**config.mk**
```make
export PLATFORM = sky130hd
export DESIGN_NAME = endstop_learning_motor_drive_ctrl
export DESIGN_NICKNAME = d
export VERILOG_FILES = /design/src/design/elmdc_pkg.sv /design/src/design/endstop_learning_motor_drive_ctrl.sv
export SDC_FILE = /design/constraint.sdc
export NUM_CORES = 1
export LEC_CHECK = 0
export ABC_AREA = 1
export BUFFER_PORTS_ARGS = -buffer_cell sky130_fd_sc_hd__buf_4
export CAP_MARGIN = 20
export CORE_MARGIN = 8
export CORE_UTILIZATION = 32
export CTS_CLUSTER_SIZE = 8
export DETAILED_ROUTE_END_ITERATION = 6
export PLACE_DENSITY = 0.47
export SLEW_MARGIN = 20
export SYNTH_ARGS = -nofsm -noshare
export SYNTH_HDL_FRONTEND = slang
export SYNTH_SLANG_ARGS = --single-unit
export TNS_END_PERCENT = 10
```
**constraint.sdc**
```tcl
create_clock -name clk -period 21.7 [get_ports clk]
set_clock_uncertainty 0.2 [all_clocks]
set_input_delay 0 -clock clk [delete_from_list [all_inputs] [get_ports clk]]
set_output_delay 0 -clock clk [all_outputs]
set_load 0.02 [all_outputs]
```
**src/design/elmdc_pkg.sv**
```systemverilog
// types, codes and helpers shared by the endstop learning motor drive controller
package elmdc_pkg;

    localparam int LvlW = 12;
    localparam logic [LvlW-1:0] LearnDelta = 12'd20;
    localparam logic [LvlW:0] BandGuard = 13'd20;
    localparam logic [1:0] ArriveDebounce = 2'd3;

    typedef enum logic [1:0] {
        TGT_STOP   = 2'd0,
        TGT_OPEN   = 2'd1,
        TGT_CLOSED = 2'd2
    } target_t;

    typedef enum logic [2:0] {
        ACT_HOLD    = 3'd0,
        ACT_START   = 3'd1,
        ACT_REVERSE = 3'd2,
        ACT_STOP    = 3'd3,
        ACT_ARRIVED = 3'd4,
        ACT_RETRY   = 3'd5,
        ACT_GIVEUP  = 3'd6
    } action_t;

    typedef enum logic [1:0] {
        CLS_INVALID = 2'd0,
        CLS_OPEN    = 2'd1,
        CLS_CLOSED  = 2'd2,
        CLS_TRANSIT = 2'd3
    } hall_class_t;

    typedef enum logic [2:0] {
        REG_SETTLE_DELTA    = 3'd0,
        REG_SETTLE_TICKS    = 3'd1,
        REG_MOVED_DELTA     = 3'd2,
        REG_STUCK_TICKS     = 3'd3,
        REG_MIN_SEPARATION  = 3'd4,
        REG_CLASSIFY_MARGIN = 3'd5,
        REG_VERIFY_TICKS    = 3'd6,
        REG_MAX_RETRIES     = 3'd7
    } reg_index_t;

    typedef struct packed {
        logic [1:0]      applied_target;
        logic [1:0]      drive_direction;
        logic            is_running;
        logic [2:0]      retry_counter;
        logic [1:0]      inband_count;
        logic            arrived_latch;
        logic            gaveup_latch;
        logic [9:0]      drive_tick_count;
        logic [LvlW-1:0] start_level;
        logic [LvlW-1:0] settle_reference;
        logic [7:0]      stable_count;
        logic            moved_flag;
        logic            open_learned;
        logic [LvlW-1:0] open_level;
        logic            closed_learned;
        logic [LvlW-1:0] closed_level;
        logic [LvlW-1:0] last_sample;
    } grp_ctx_t;

    function automatic logic [LvlW-1:0] abs_diff(input logic [LvlW-1:0] a,
                                                 input logic [LvlW-1:0] b);
        return (a > b) ? a - b : b - a;
    endfunction

endpackage

```
**src/design/endstop_learning_motor_drive_ctrl.sv**
```systemverilog
// top level of the endstop learning motor drive controller
// the input transaction passes through the input register and then the result register
// throughput: one transaction per cycle while out_stall is low (single per-group state update)
// per-group state is read and written in the same cycle, so back-to-back ticks see it
// reset: all groups stopped, levels unlearned, registers at their default values
// cfg_ready is always high; configuration takes effect on the next transaction
module endstop_learning_motor_drive_ctrl
    import elmdc_pkg::*;
#(
    parameter int GROUPS = 4
) (
    input  logic        clk,
    input  logic        rst_n,
    input  logic        in_valid,
    output logic        in_stall,
    input  logic [1:0]  group,
    input  logic [1:0]  target_cmd,
    input  logic [11:0] hall_mv,
    input  logic        sample_ok,
    output logic        out_valid,
    input  logic        out_stall,
    output logic [1:0]  drive_dir,
    output logic [2:0]  action,
    output logic [1:0]  hall_class,
    output logic        running,
    output logic        save_request,
    output logic        saved_endstop,
    output logic [11:0] saved_level,
    output logic [2:0]  retry_count,
    output logic        gave_up_flag,
    input  logic        cfg_valid,
    output logic        cfg_ready,
    input  logic [2:0]  cfg_index,
    input  logic [11:0] cfg_data
);

    localparam int IdxW = (GROUPS > 1) ? $clog2(GROUPS) : 1;

    logic [9:0]  settle_delta_reg;
    logic [7:0]  settle_ticks_reg;
    logic [11:0] moved_delta_reg;
    logic [7:0]  stuck_ticks_reg;
    logic [11:0] min_separation_reg;
    logic [10:0] classify_margin_reg;
    logic [9:0]  verify_ticks_reg;
    logic [2:0]  max_retries_reg;

    logic        in_full_reg;
    logic [1:0]  group_reg;
    logic [1:0]  target_reg;
    logic [11:0] hall_reg;
    logic        ok_reg;

    grp_ctx_t state_reg [GROUPS];
    grp_ctx_t cur;
    grp_ctx_t nxt;

    logic        out_valid_reg;
    logic [1:0]  drive_dir_reg;
    logic [2:0]  action_reg;
    logic [1:0]  hall_class_reg;
    logic        running_reg;
    logic        save_request_reg;
    logic        saved_endstop_reg;
    logic [11:0] saved_level_reg;
    logic [2:0]  retry_count_reg;
    logic        gave_up_flag_reg;

    logic           res_free;
    logic           fire;
    logic           in_range;
    logic [IdxW-1:0] gidx;
    logic [1:0]     want;
    logic [11:0]    mv;
    logic [1:0]     cls;
    logic [2:0]     act;
    logic           save;
    logic [11:0]    margin;
    logic [12:0]    half;
    logic [11:0]    lv_diff;
    logic           in_band;
    logic           wait_db;
    logic           seated;
    logic           learn_ok;
    logic [1:0]     inband_inc;
    logic [11:0]    own_lv;
    logic [11:0]    other_lv;
    logic           own_ok;
    logic           other_ok;

    assign cfg_ready = 1'b1;
    assign res_free  = !out_valid_reg || !out_stall;
    assign in_stall  = in_full_reg && !res_free;
    assign fire      = in_full_reg && res_free;
    assign in_range  = 32'(group_reg) < GROUPS;
    assign gidx      = IdxW'(group_reg);

    always_ff @(posedge clk or negedge rst_n)
    begin
        if (!rst_n)
        begin
            settle_delta_reg    <= 10'd45;
            settle_ticks_reg    <= 8'd6;
            moved_delta_reg     <= 12'd200;
            stuck_ticks_reg     <= 8'd35;
            min_separation_reg  <= 12'd300;
            classify_margin_reg <= 11'd250;
            verify_ticks_reg    <= 10'd120;
            max_retries_reg     <= 3'd4;
        end
        else if (cfg_valid && cfg_ready)
        begin
            unique case (reg_index_t'(cfg_index))
                REG_SETTLE_DELTA:    settle_delta_reg    <= cfg_data[9:0];
                REG_SETTLE_TICKS:    settle_ticks_reg    <= cfg_data[7:0];
                REG_MOVED_DELTA:     moved_delta_reg     <= cfg_data;
                REG_STUCK_TICKS:     stuck_ticks_reg     <= cfg_data[7:0];
                REG_MIN_SEPARATION:  min_separation_reg  <= cfg_data;
                REG_CLASSIFY_MARGIN: classify_margin_reg <= cfg_data[10:0];
                REG_VERIFY_TICKS:    verify_ticks_reg    <= cfg_data[9:0];
                REG_MAX_RETRIES:     max_retries_reg     <= cfg_data[2:0];
                default:             max_retries_reg     <= max_retries_reg;
            endcase
        end
    end

    // input register
    always_ff @(posedge clk or negedge rst_n)
    begin
        if (!rst_n)
        begin
            in_full_reg <= 1'b0;
        end
        else if (!in_stall)
        begin
            in_full_reg <= in_valid;
        end
    end

    always_ff @(posedge clk)
    begin
        if (in_valid && !in_stall)
        begin
            group_reg  <= group;
            target_reg <= target_cmd;
            hall_reg   <= hall_mv;
            ok_reg     <= sample_ok;
        end
    end

    // per-group update
    always_comb
    begin
        cur        = state_reg[gidx];
        nxt        = cur;
        want       = (target_reg == TGT_CLOSED || target_reg == TGT_OPEN) ?
                     target_reg : TGT_STOP;
        act        = ACT_HOLD;
        save       = 1'b0;
        cls        = CLS_INVALID;
        in_band    = 1'b0;
        wait_db    = 1'b0;
        seated     = 1'b0;
        learn_ok   = 1'b0;
        inband_inc = cur.inband_count + 2'd1;

        lv_diff = abs_diff(cur.open_level, cur.closed_level);
        half    = {2'b00, lv_diff[11:1]} - BandGuard;
        margin  = {1'b0, classify_margin_reg};
        if (cur.open_learned && cur.closed_learned && !half[12] && half != 13'd0 &&
            half < {2'b00, classify_margin_reg})
        begin
            margin = half[11:0];
        end

        if (ok_reg)
        begin
            nxt.last_sample = hall_reg;
            if (hall_reg == 12'd0)
                cls = CLS_INVALID;
            else if (cur.open_learned && abs_diff(hall_reg, cur.open_level) <= margin)
                cls = CLS_OPEN;
            else if (cur.closed_learned && abs_diff(hall_reg, cur.closed_level) <= margin)
                cls = CLS_CLOSED;
            else
                cls = CLS_TRANSIT;
        end
        mv = nxt.last_sample;

        own_ok   = (want == TGT_OPEN) ? cur.open_learned : cur.closed_learned;
        own_lv   = (want == TGT_OPEN) ? cur.open_level : cur.closed_level;
        other_ok = (want == TGT_OPEN) ? cur.closed_learned : cur.open_learned;
        other_lv = (want == TGT_OPEN) ? cur.closed_level : cur.open_level;

        if (want == TGT_STOP)
        begin
            if (cur.is_running)
                act = ACT_STOP;
            nxt.drive_direction = 2'd0;
            nxt.is_running      = 1'b0;
            nxt.applied_target  = TGT_STOP;
            nxt.retry_counter   = 3'd0;
            nxt.inband_count    = 2'd0;
            nxt.arrived_latch   = 1'b0;
            nxt.gaveup_latch    = 1'b0;
        end
        else if (cur.applied_target != want || (!cur.arrived_latch &&
                 !cur.gaveup_latch && !cur.is_running))
        begin
            if (cur.applied_target != want)
            begin
                nxt.retry_counter = 3'd0;
                nxt.gaveup_latch  = 1'b0;
                nxt.arrived_latch = 1'b0;
            end
            act = (cur.drive_direction != 2'd0 && cur.drive_direction != want) ?
                  ACT_REVERSE : ACT_START;
            nxt.drive_direction  = want;
            nxt.applied_target   = want;
            nxt.is_running       = 1'b1;
            nxt.drive_tick_count = 10'd0;
            nxt.start_level      = mv;
            nxt.settle_reference = mv;
            nxt.stable_count     = 8'd0;
            nxt.moved_flag       = 1'b0;
            nxt.inband_count     = 2'd0;
        end
        else if (cur.arrived_latch || cur.gaveup_latch)
        begin
            act = ACT_HOLD;
        end
        else
        begin
            if (abs_diff(mv, cur.settle_reference) <= {2'b00, settle_delta_reg})
            begin
                if (cur.stable_count != 8'hff)
                    nxt.stable_count = cur.stable_count + 8'd1;
            end
            else
            begin
                nxt.settle_reference = mv;
                nxt.stable_count     = 8'd0;
            end
            if (abs_diff(mv, cur.start_level) > moved_delta_reg)
                nxt.moved_flag = 1'b1;
            if (cur.drive_tick_count != 10'h3ff)
                nxt.drive_tick_count = cur.drive_tick_count + 10'd1;

            in_band = (cls == want);
            if (in_band)
            begin
                nxt.inband_count = inband_inc;
                wait_db = inband_inc < ArriveDebounce;
            end
            else
            begin
                nxt.inband_count = 2'd0;
            end

            if (!wait_db)
            begin
                seated = (nxt.stable_count >= settle_ticks_reg) &&
                         (nxt.moved_flag || nxt.drive_tick_count >= {2'b00, stuck_ticks_reg});
                if (in_band || seated)
                begin
                    learn_ok = (mv != 12'd0) &&
                               !(other_ok && abs_diff(mv, other_lv) < min_separation_reg) &&
                               !(own_ok && abs_diff(mv, own_lv) <= LearnDelta);
                    if (learn_ok)
                    begin
                        save = 1'b1;
                        if (want == TGT_OPEN)
                        begin
                            nxt.open_learned = 1'b1;
                            nxt.open_level   = mv;
                        end
                        else
                        begin
                            nxt.closed_learned = 1'b1;
                            nxt.closed_level   = mv;
                        end
                    end
                    nxt.drive_direction = 2'd0;
                    nxt.is_running      = 1'b0;
                    nxt.arrived_latch   = 1'b1;
                    nxt.retry_counter   = 3'd0;
                    act = ACT_ARRIVED;
                end
                else if (nxt.drive_tick_count >= verify_ticks_reg)
                begin
                    if (cur.retry_counter < max_retries_reg)
                    begin
                        nxt.retry_counter    = cur.retry_counter + 3'd1;
                        nxt.drive_direction  = want;
                        nxt.is_running       = 1'b1;
                        nxt.drive_tick_count = 10'd0;
                        nxt.start_level      = mv;
                        nxt.settle_reference = mv;
                        nxt.stable_count     = 8'd0;
                        nxt.moved_flag       = 1'b0;
                        nxt.inband_count     = 2'd0;
                        act = ACT_RETRY;
                    end
                    else
                    begin
                        nxt.drive_direction = 2'd0;
                        nxt.is_running      = 1'b0;
                        nxt.gaveup_latch    = 1'b1;
                        act = ACT_GIVEUP;
                    end
                end
            end
        end
    end

    always_ff @(posedge clk or negedge rst_n)
    begin
        if (!rst_n)
        begin
            for (int i = 0; i < GROUPS; i++)
            begin
                state_reg[i] <= '0;
            end
        end
        else if (fire && in_range)
        begin
            state_reg[gidx] <= nxt;
        end
    end

    // result register
    always_ff @(posedge clk or negedge rst_n)
    begin
        if (!rst_n)
        begin
            out_valid_reg <= 1'b0;
        end
        else if (res_free)
        begin
            out_valid_reg <= fire;
        end
    end

    always_ff @(posedge clk)
    begin
        if (fire)
        begin
            if (in_range)
            begin
                drive_dir_reg     <= nxt.drive_direction;
                action_reg        <= act;
                hall_class_reg    <= cls;
                running_reg       <= nxt.is_running;
                save_request_reg  <= save;
                saved_endstop_reg <= save && (want == TGT_CLOSED);
                saved_level_reg   <= save ? mv : 12'd0;
                retry_count_reg   <= nxt.retry_counter;
                gave_up_flag_reg  <= nxt.gaveup_latch;
            end
            else
            begin
                drive_dir_reg     <= 2'd0;
                action_reg        <= ACT_HOLD;
                hall_class_reg    <= CLS_INVALID;
                running_reg       <= 1'b0;
                save_request_reg  <= 1'b0;
                saved_endstop_reg <= 1'b0;
                saved_level_reg   <= 12'd0;
                retry_count_reg   <= 3'd0;
                gave_up_flag_reg  <= 1'b0;
            end
        end
    end

    assign out_valid     = out_valid_reg;
    assign drive_dir     = drive_dir_reg;
    assign action        = action_reg;
    assign hall_class    = hall_class_reg;
    assign running       = running_reg;
    assign save_request  = save_request_reg;
    assign saved_endstop = saved_endstop_reg;
    assign saved_level   = saved_level_reg;
    assign retry_count   = retry_count_reg;
    assign gave_up_flag  = gave_up_flag_reg;

endmodule
```
# ---- After elaboration in Yosys (flattened, before gate mapping)
# Index checks and enable logic that the tools add are counted.
dict set report classes {
  add_sub_neg 19
  mux 84
  reduce_logical 49
  n_eq_ne 16
  order_cmp 21
  bitwise 1
}
# op n
set ops {}
lappend ops {{bitwise mux 372 bit} 1}
lappend ops {{2-to-1 mux 93 bit} 3}
lappend ops {{binary-select mux 93 bit (select 2 bit)} 1}
lappend ops {{demux 93 bit (select 2 bit)} 1}
lappend ops {{subtractor 12 bit} 14}
lappend ops {{2-to-1 mux 79 bit} 2}
lappend ops {{2-to-1 mux 12 bit} 13}
lappend ops {{> comparator 12 bit} 8}
lappend ops {{2-to-1 mux 44 bit} 2}
lappend ops {{2-to-1 mux 26 bit} 3}
lappend ops {{2-to-1 mux 69 bit} 1}
lappend ops {{2-to-1 mux 53 bit} 1}
lappend ops {{2-to-1 mux 8 bit} 6}
lappend ops {{2-to-1 mux 43 bit} 1}
lappend ops {{2-to-1 mux 10 bit} 4}
lappend ops {{2-to-1 mux 2 bit} 14}
lappend ops {{2-to-1 mux 13 bit} 2}
lappend ops {{less-or-equal comparator 12 bit} 2}
lappend ops {{2-to-1 mux 3 bit} 8}
lappend ops {{logical AND 1 bit} 19}
lappend ops {{2-to-1 mux 1 bit} 19}
lappend ops {{AND reduction 2 bit} 8}
lappend ops {{less-than comparator 13 x 11 -> 1 bit} 1}
lappend ops {{nonzero test 13 bit} 1}
lappend ops {{34 further kinds} 55}
dict set report totals {
  inputBits 37
  reg_bits 491
  out_inout_bits 29
  wordCells 281
}

# ---- Longest topological paths before layout
dict set report logic_depth {
  depth_word 31
  mapped_depth 64
}

# ---- Worst setup path before layout
# No wires, ideal clock.
dict set report synth_timing {
  kind {register to register}
  start {register group_reg[1] (netlist: gidx[1])}
  end {register state_reg[251] in the netlist's numbering}
  path_slack_ps 13429
  path_stages_with_launch 51
  arrival_time_ps 7952
  t_required_ps 21382
  setup_ps 118
  path_cell_list {edfxtp_1 nand2_1 inv_1 clkbuf_1 clkbuf_1 a22oi_1 nand3_1 o21ai_1 inv_1 fa_1 a21oi_1 o21ai_0 nand2_1 nand3_1 nand2_1 buf_1 mux2i_1 xor2_1 (+15 left out) clkbuf_1 a211oi_1 ha_1 a21boi_0 o21a_1 o21a_1 o211ai_1 nand2_1 nand3_1 a32o_1 nand4_2 inv_1 buf_2 nand2_1 nand3_1 nand2_1 nand3_1 nand2_1}
}
# element line_no
set synth_lines {}
lappend synth_lines {{start, declared} endstop_learning_motor_drive_ctrl.sv:49} ;# logic [1:0] group_reg;
lappend synth_lines {{start signal, assigned} endstop_learning_motor_drive_ctrl.sv:144} ;# group_reg <= group;
lappend synth_lines {{inverter 2 -> 3 bit (implied by the code) *} endstop_learning_motor_drive_ctrl.sv:154} ;# cur = state_reg[gidx];
lappend synth_lines {{binary-select mux 93 bit (select 2 bit) *} endstop_learning_motor_drive_ctrl.sv:154}
lappend synth_lines {{2-to-1 mux 93 bit (implied by the code) * (2 in series)} endstop_learning_motor_drive_ctrl.sv:154}
lappend synth_lines {{2-to-1 mux 12 bit *} endstop_learning_motor_drive_ctrl.sv:176} ;# if (ok_reg)
lappend synth_lines {{net mv[1]} endstop_learning_motor_drive_ctrl.sv:74} ;# logic [11:0] mv;
lappend synth_lines {{subtractor 12 bit / > comparator 12 bit (equally long branches)} elmdc_pkg.sv:65} ;# return (a > b) ? a - b : b - a;
lappend synth_lines {{2-to-1 mux 12 bit} elmdc_pkg.sv:65}
lappend synth_lines {{less-or-equal comparator 12 x 10 -> 1 bit / > comparator 12 bit (equally long branches)} {endstop_learning_motor_drive_ctrl.sv:234, endstop_learning_motor_drive_ctrl.sv:244}}
lappend synth_lines {{(+5 left out)} --}
lappend synth_lines {{logical AND 1 bit *} endstop_learning_motor_drive_ctrl.sv:262} ;# seated = (nxt.stable_count >= settle_ticks_reg) &&
lappend synth_lines {{logical OR 1 bit *} endstop_learning_motor_drive_ctrl.sv:264} ;# if (in_band || seated)
lappend synth_lines {{2-to-1 mux 44 bit *} endstop_learning_motor_drive_ctrl.sv:264}
lappend synth_lines {{2-to-1 mux 79 bit *} endstop_learning_motor_drive_ctrl.sv:260} ;# if (!wait_db)
lappend synth_lines {{2-to-1 mux 79 bit *} endstop_learning_motor_drive_ctrl.sv:228} ;# else if (cur.arrived_latch || cur.gaveup_latch)
lappend synth_lines {{2-to-1 mux 53 bit *} endstop_learning_motor_drive_ctrl.sv:207} ;# else if (cur.applied_target != want || (!cur.arrived_latch &&
lappend synth_lines {{2-to-1 mux 69 bit *} endstop_learning_motor_drive_ctrl.sv:195} ;# if (want == TGT_STOP)
lappend synth_lines {{bitwise mux 372 bit *} endstop_learning_motor_drive_ctrl.sv:327} ;# state_reg[gidx] <= nxt;
lappend synth_lines {{end signal, assigned by index} endstop_learning_motor_drive_ctrl.sv:327}
lappend synth_lines {{end, declared} endstop_learning_motor_drive_ctrl.sv:54} ;# grp_ctx_t state_reg [GROUPS];
# The timed path passes the listed nets; every way through them passes the cells marked *. The select of a mux whose other input is x is not followed.
# A chain may end at the register's enable or synchronous reset.

# ---- Worst setup path in the final report
dict set report layout_timing {
  start {register group_reg[1] (netlist: gidx[1])}
  end {register state_reg[159] in the netlist's numbering}
}
# Same word-level chain as after synthesis.

==> impl_metrics.yaml <==
cts:
  cts_buffer_depth: 3
  cts-resized-gates: 0
  path_clk_slew_ns: 0.05
  clk_latency_ns: 0.66
  postCtsSetupBuffers: 0
  ctsRootBufferMaster: "clkbuf_16"
  cts_tree: "built"
  cts_sinks: 491
  cts-buffers-inserted: 75
  cts.htree.levels: 3
pwr:
  p_leak_nw: 19.7
  total_power_w: 0.00624
  p_per_area_mw_per_mm2: 162
  ir_drop_mv: 0.248
floorplan:
  die_area_mm2: 0.115
  die_x_um: 339
  core_area_mm2: 0.103
  io_pins: 66
  die_h_um: 339
  std_cell_rows: 118
  start_util_pct: 32.3
place:
  post-place-cells: 5826
  dp_hpwl_mm: 90.9
  post_dp_cell_area_mm2: 0.0354
  gp_congestion: 0.921
  portBuffers: 64
sta:
  fmax_mhz: 90.7
  timing.final.crit_share_pct: 50.8
  tightestPinTransition_ns: 1.09
  hold_violations: 0
  setup_tns_ns: 0
  min_period_ns: 11.03
  setup_violations: 0
  slew_viol_final: 0
  hold-worst-slack_ns: 0.0876
  rsz0062_at_grt: "no"
  maxSlewHeadroom_pct: 26.9
final_layout:
  fill_cells: 10900
  drive_above_1_share_pct: 7.59
  fin_area_mm2: 0.0384
  n_antenna_cell: 0
  largest_reg_flops: 372
  nets: 4905
  fin_cells: 6015
  syn_to_final_growth_pct: 15.1
synth:
  seq_area_frac_synth_pct: 37.5
  yosys.area.top_type_share_pct: 31.5
  ys.flop_type: "dfrtp_1"
  synth-edff-count: 43
  syn_area_per_cell_um2: 7.41
  yosysMostFrequentCell: "nand2_1"
  synthesis.area_mm2: 0.0334
  synth_area_leaders: "dfrtp_1 32%, nand2_1 17%, ha_1 9.8%, inv_1 5.4%, o21ai_0 5.3%"
  async_flop_share_pct: 91.2
  yosys.area.top_type: "dfrtp_1"
  synth.distinct_cells: 64
  synth_common_cells: "1515 x nand2_1, 482 x inv_1, 421 x dfrtp_1, 353 x o21ai_0, 262 x ha_1"
  ys_ff_latch: 491
  syn_inst: 4507
  ys_warn_count: 0
status:
  status: "complete, no violations"
setup_path:
  rrSetupSlack_ns: 10.67
  worst-path-buf-inv: 8
  crit_path_start: "gidx[1]"
  r2r_end: "state_reg[159]"
  crit_family: "simple AND/OR/NAND/NOR gates"
  crit_top_cell: "nand2_1"
  arrival_ns: 11.33
  reg2regPathDepth: 45
  max_stage_delay_ns: 0.72
  crit_fanout: 36
  crit_end: "state_reg[159]"
  r2r-start: "gidx[1]"
  required_ns: 22.00
  setup.worst_path.start_class: "flop"
  end_kind: "flop"
  worst_path_max_delay_cell: "inv_1"
  worstSetupPathType: "flop to flop"
  cp_num_cells: 45
global_routing:
  grt_use_total_pct: 22.2
  antenna_found_initial: 3
  grt_pass1_wl_mm: 198
  grt_max_degree: 88
  grt_pass1_vias: 30500
  grt_overflow: 0
route:
  drcViolationCount: 0
  antenna_left: 0
  drt_iter0_markers: 2427
  wl_per_cell_um: 22.0
  vias_per_cell: 5.22
  first_pass_iters: 6
  num_vias: 31400
  wirelength_mm: 132
hold_path:
  hold_class: "input port to flop"
run:
  drv_cap: 0
-- per-stage QoR --
step                setup slack [ns]  util [%]
finish                         10.67      37.1
floorplan                      13.43         -
CTS                            10.75      37.1
global route                    9.88      37.1
detailed placement             10.82      34.2
global placement               10.64      34.2
-- layer usage --
layer	global-route usage [%]	part of all wire, %
met5	0	0
met4	7.45	3.5
met3	2.97	5.2
met2	35.9	46
met1	30.5	46
-- timing repair --
item,in CTS,in global routing
hold buffers,71,0
hold endpoints to repair,266,0
setup endpoints to repair,0,0
-- cell families (layout without fill, tap and decap cells) --
family                     count (synthesis)  in the layout  share of synthesized area (%)
and+or+nand+nor                         2092           2092                           26.2
AOI/OAI and AO/OA                        875            875                           15.6
buffers and inverters                    689            815                           7.93
DFF                                      491            491                           37.5
adders and majority gates                274            274                           10.5
xor gates and xnor gates                  77             77                           2.02
muxes                                      8              8                          0.247
other                                      1              3                         0.0112
-- power breakdown --
group / switching [W] / leakage [nW] / total [W] / internal, W
clock network: 0.000471 / 1.09 / 0.00115 / 0.000680
registers: 0.000148 / 6.18 / 0.00136 / 0.00121
logic: 0.00250 / 12.4 / 0.00373 / 0.00123
-- cell usage in the layout (no fill, tap or decap), types with 22 or more instances in the layout --
cell / n
dfrtp_1: 421
dfstp_2: 27
dlygate4sd3_1: 70
buf_4: 128
inv_1: 480
nand3_1: 260
and2_1: 35
o21ai_0: 352
nand4_1: 26
ha_1: 260
o21ai_1: 24
clkbuf_16: 76
nand2_2: 32
a21oi_1: 198
nor2_1: 139
edfxtp_1: 43
xnor2_1: 22
o22ai_1: 29
a22oi_1: 119
clkbuf_1: 27
a221oi_1: 43
nand2_1: 1515
xor2_1: 55
nand3_2: 22
-- how the worst min path moves through the flow --
stage / startpoint / endpoint / depth (start not counted) / slack [ns]
finish: cfg_data[10] / classify_margin_reg[10] / 4 / 0.09
global route: cfg_data[10] / classify_margin_reg[10] / 4 / 0.08
CTS: cfg_data[10] / classify_margin_reg[10] / 4 / 0.06
detailed placement: rst_n / state_reg[267] / 1 / -0.17
global placement: rst_n / state_reg[267] / 1 / -0.16
floorplan: rst_n / classify_margin_reg[0] / 0 / -0.50
-- cell type report --
| class | count | area (µm²) | share of cell area [%] |
|---|---|---|---|
| well taps | 1380 | 1730 | 4.49 |
| multi-input cells | 3329 | 18300 | 47.6 |
| flip-flops and latches | 491 | 12500 | 32.6 |
| repair buffers | 202 | 1740 | 4.52 |
| clock inverters | 13 | 243 | 0.632 |
| inverters | 495 | 1870 | 4.86 |
| clock buffers | 105 | 2030 | 5.28 |
-- worst register-to-register path: cells and delay by family, from the launching register on --
kind	cells	cell delay (ns)
buffers and inverters	8	2.21
adders and majority gates	3	1.09
xor gates and xnor gates	1	0.20
DFF	1	0.49
AOI/OAI and AO/OA	14	3.18
and+or+nand+nor	18	3.18
muxes	1	0.34
Power figures use the tool's default switching activity.
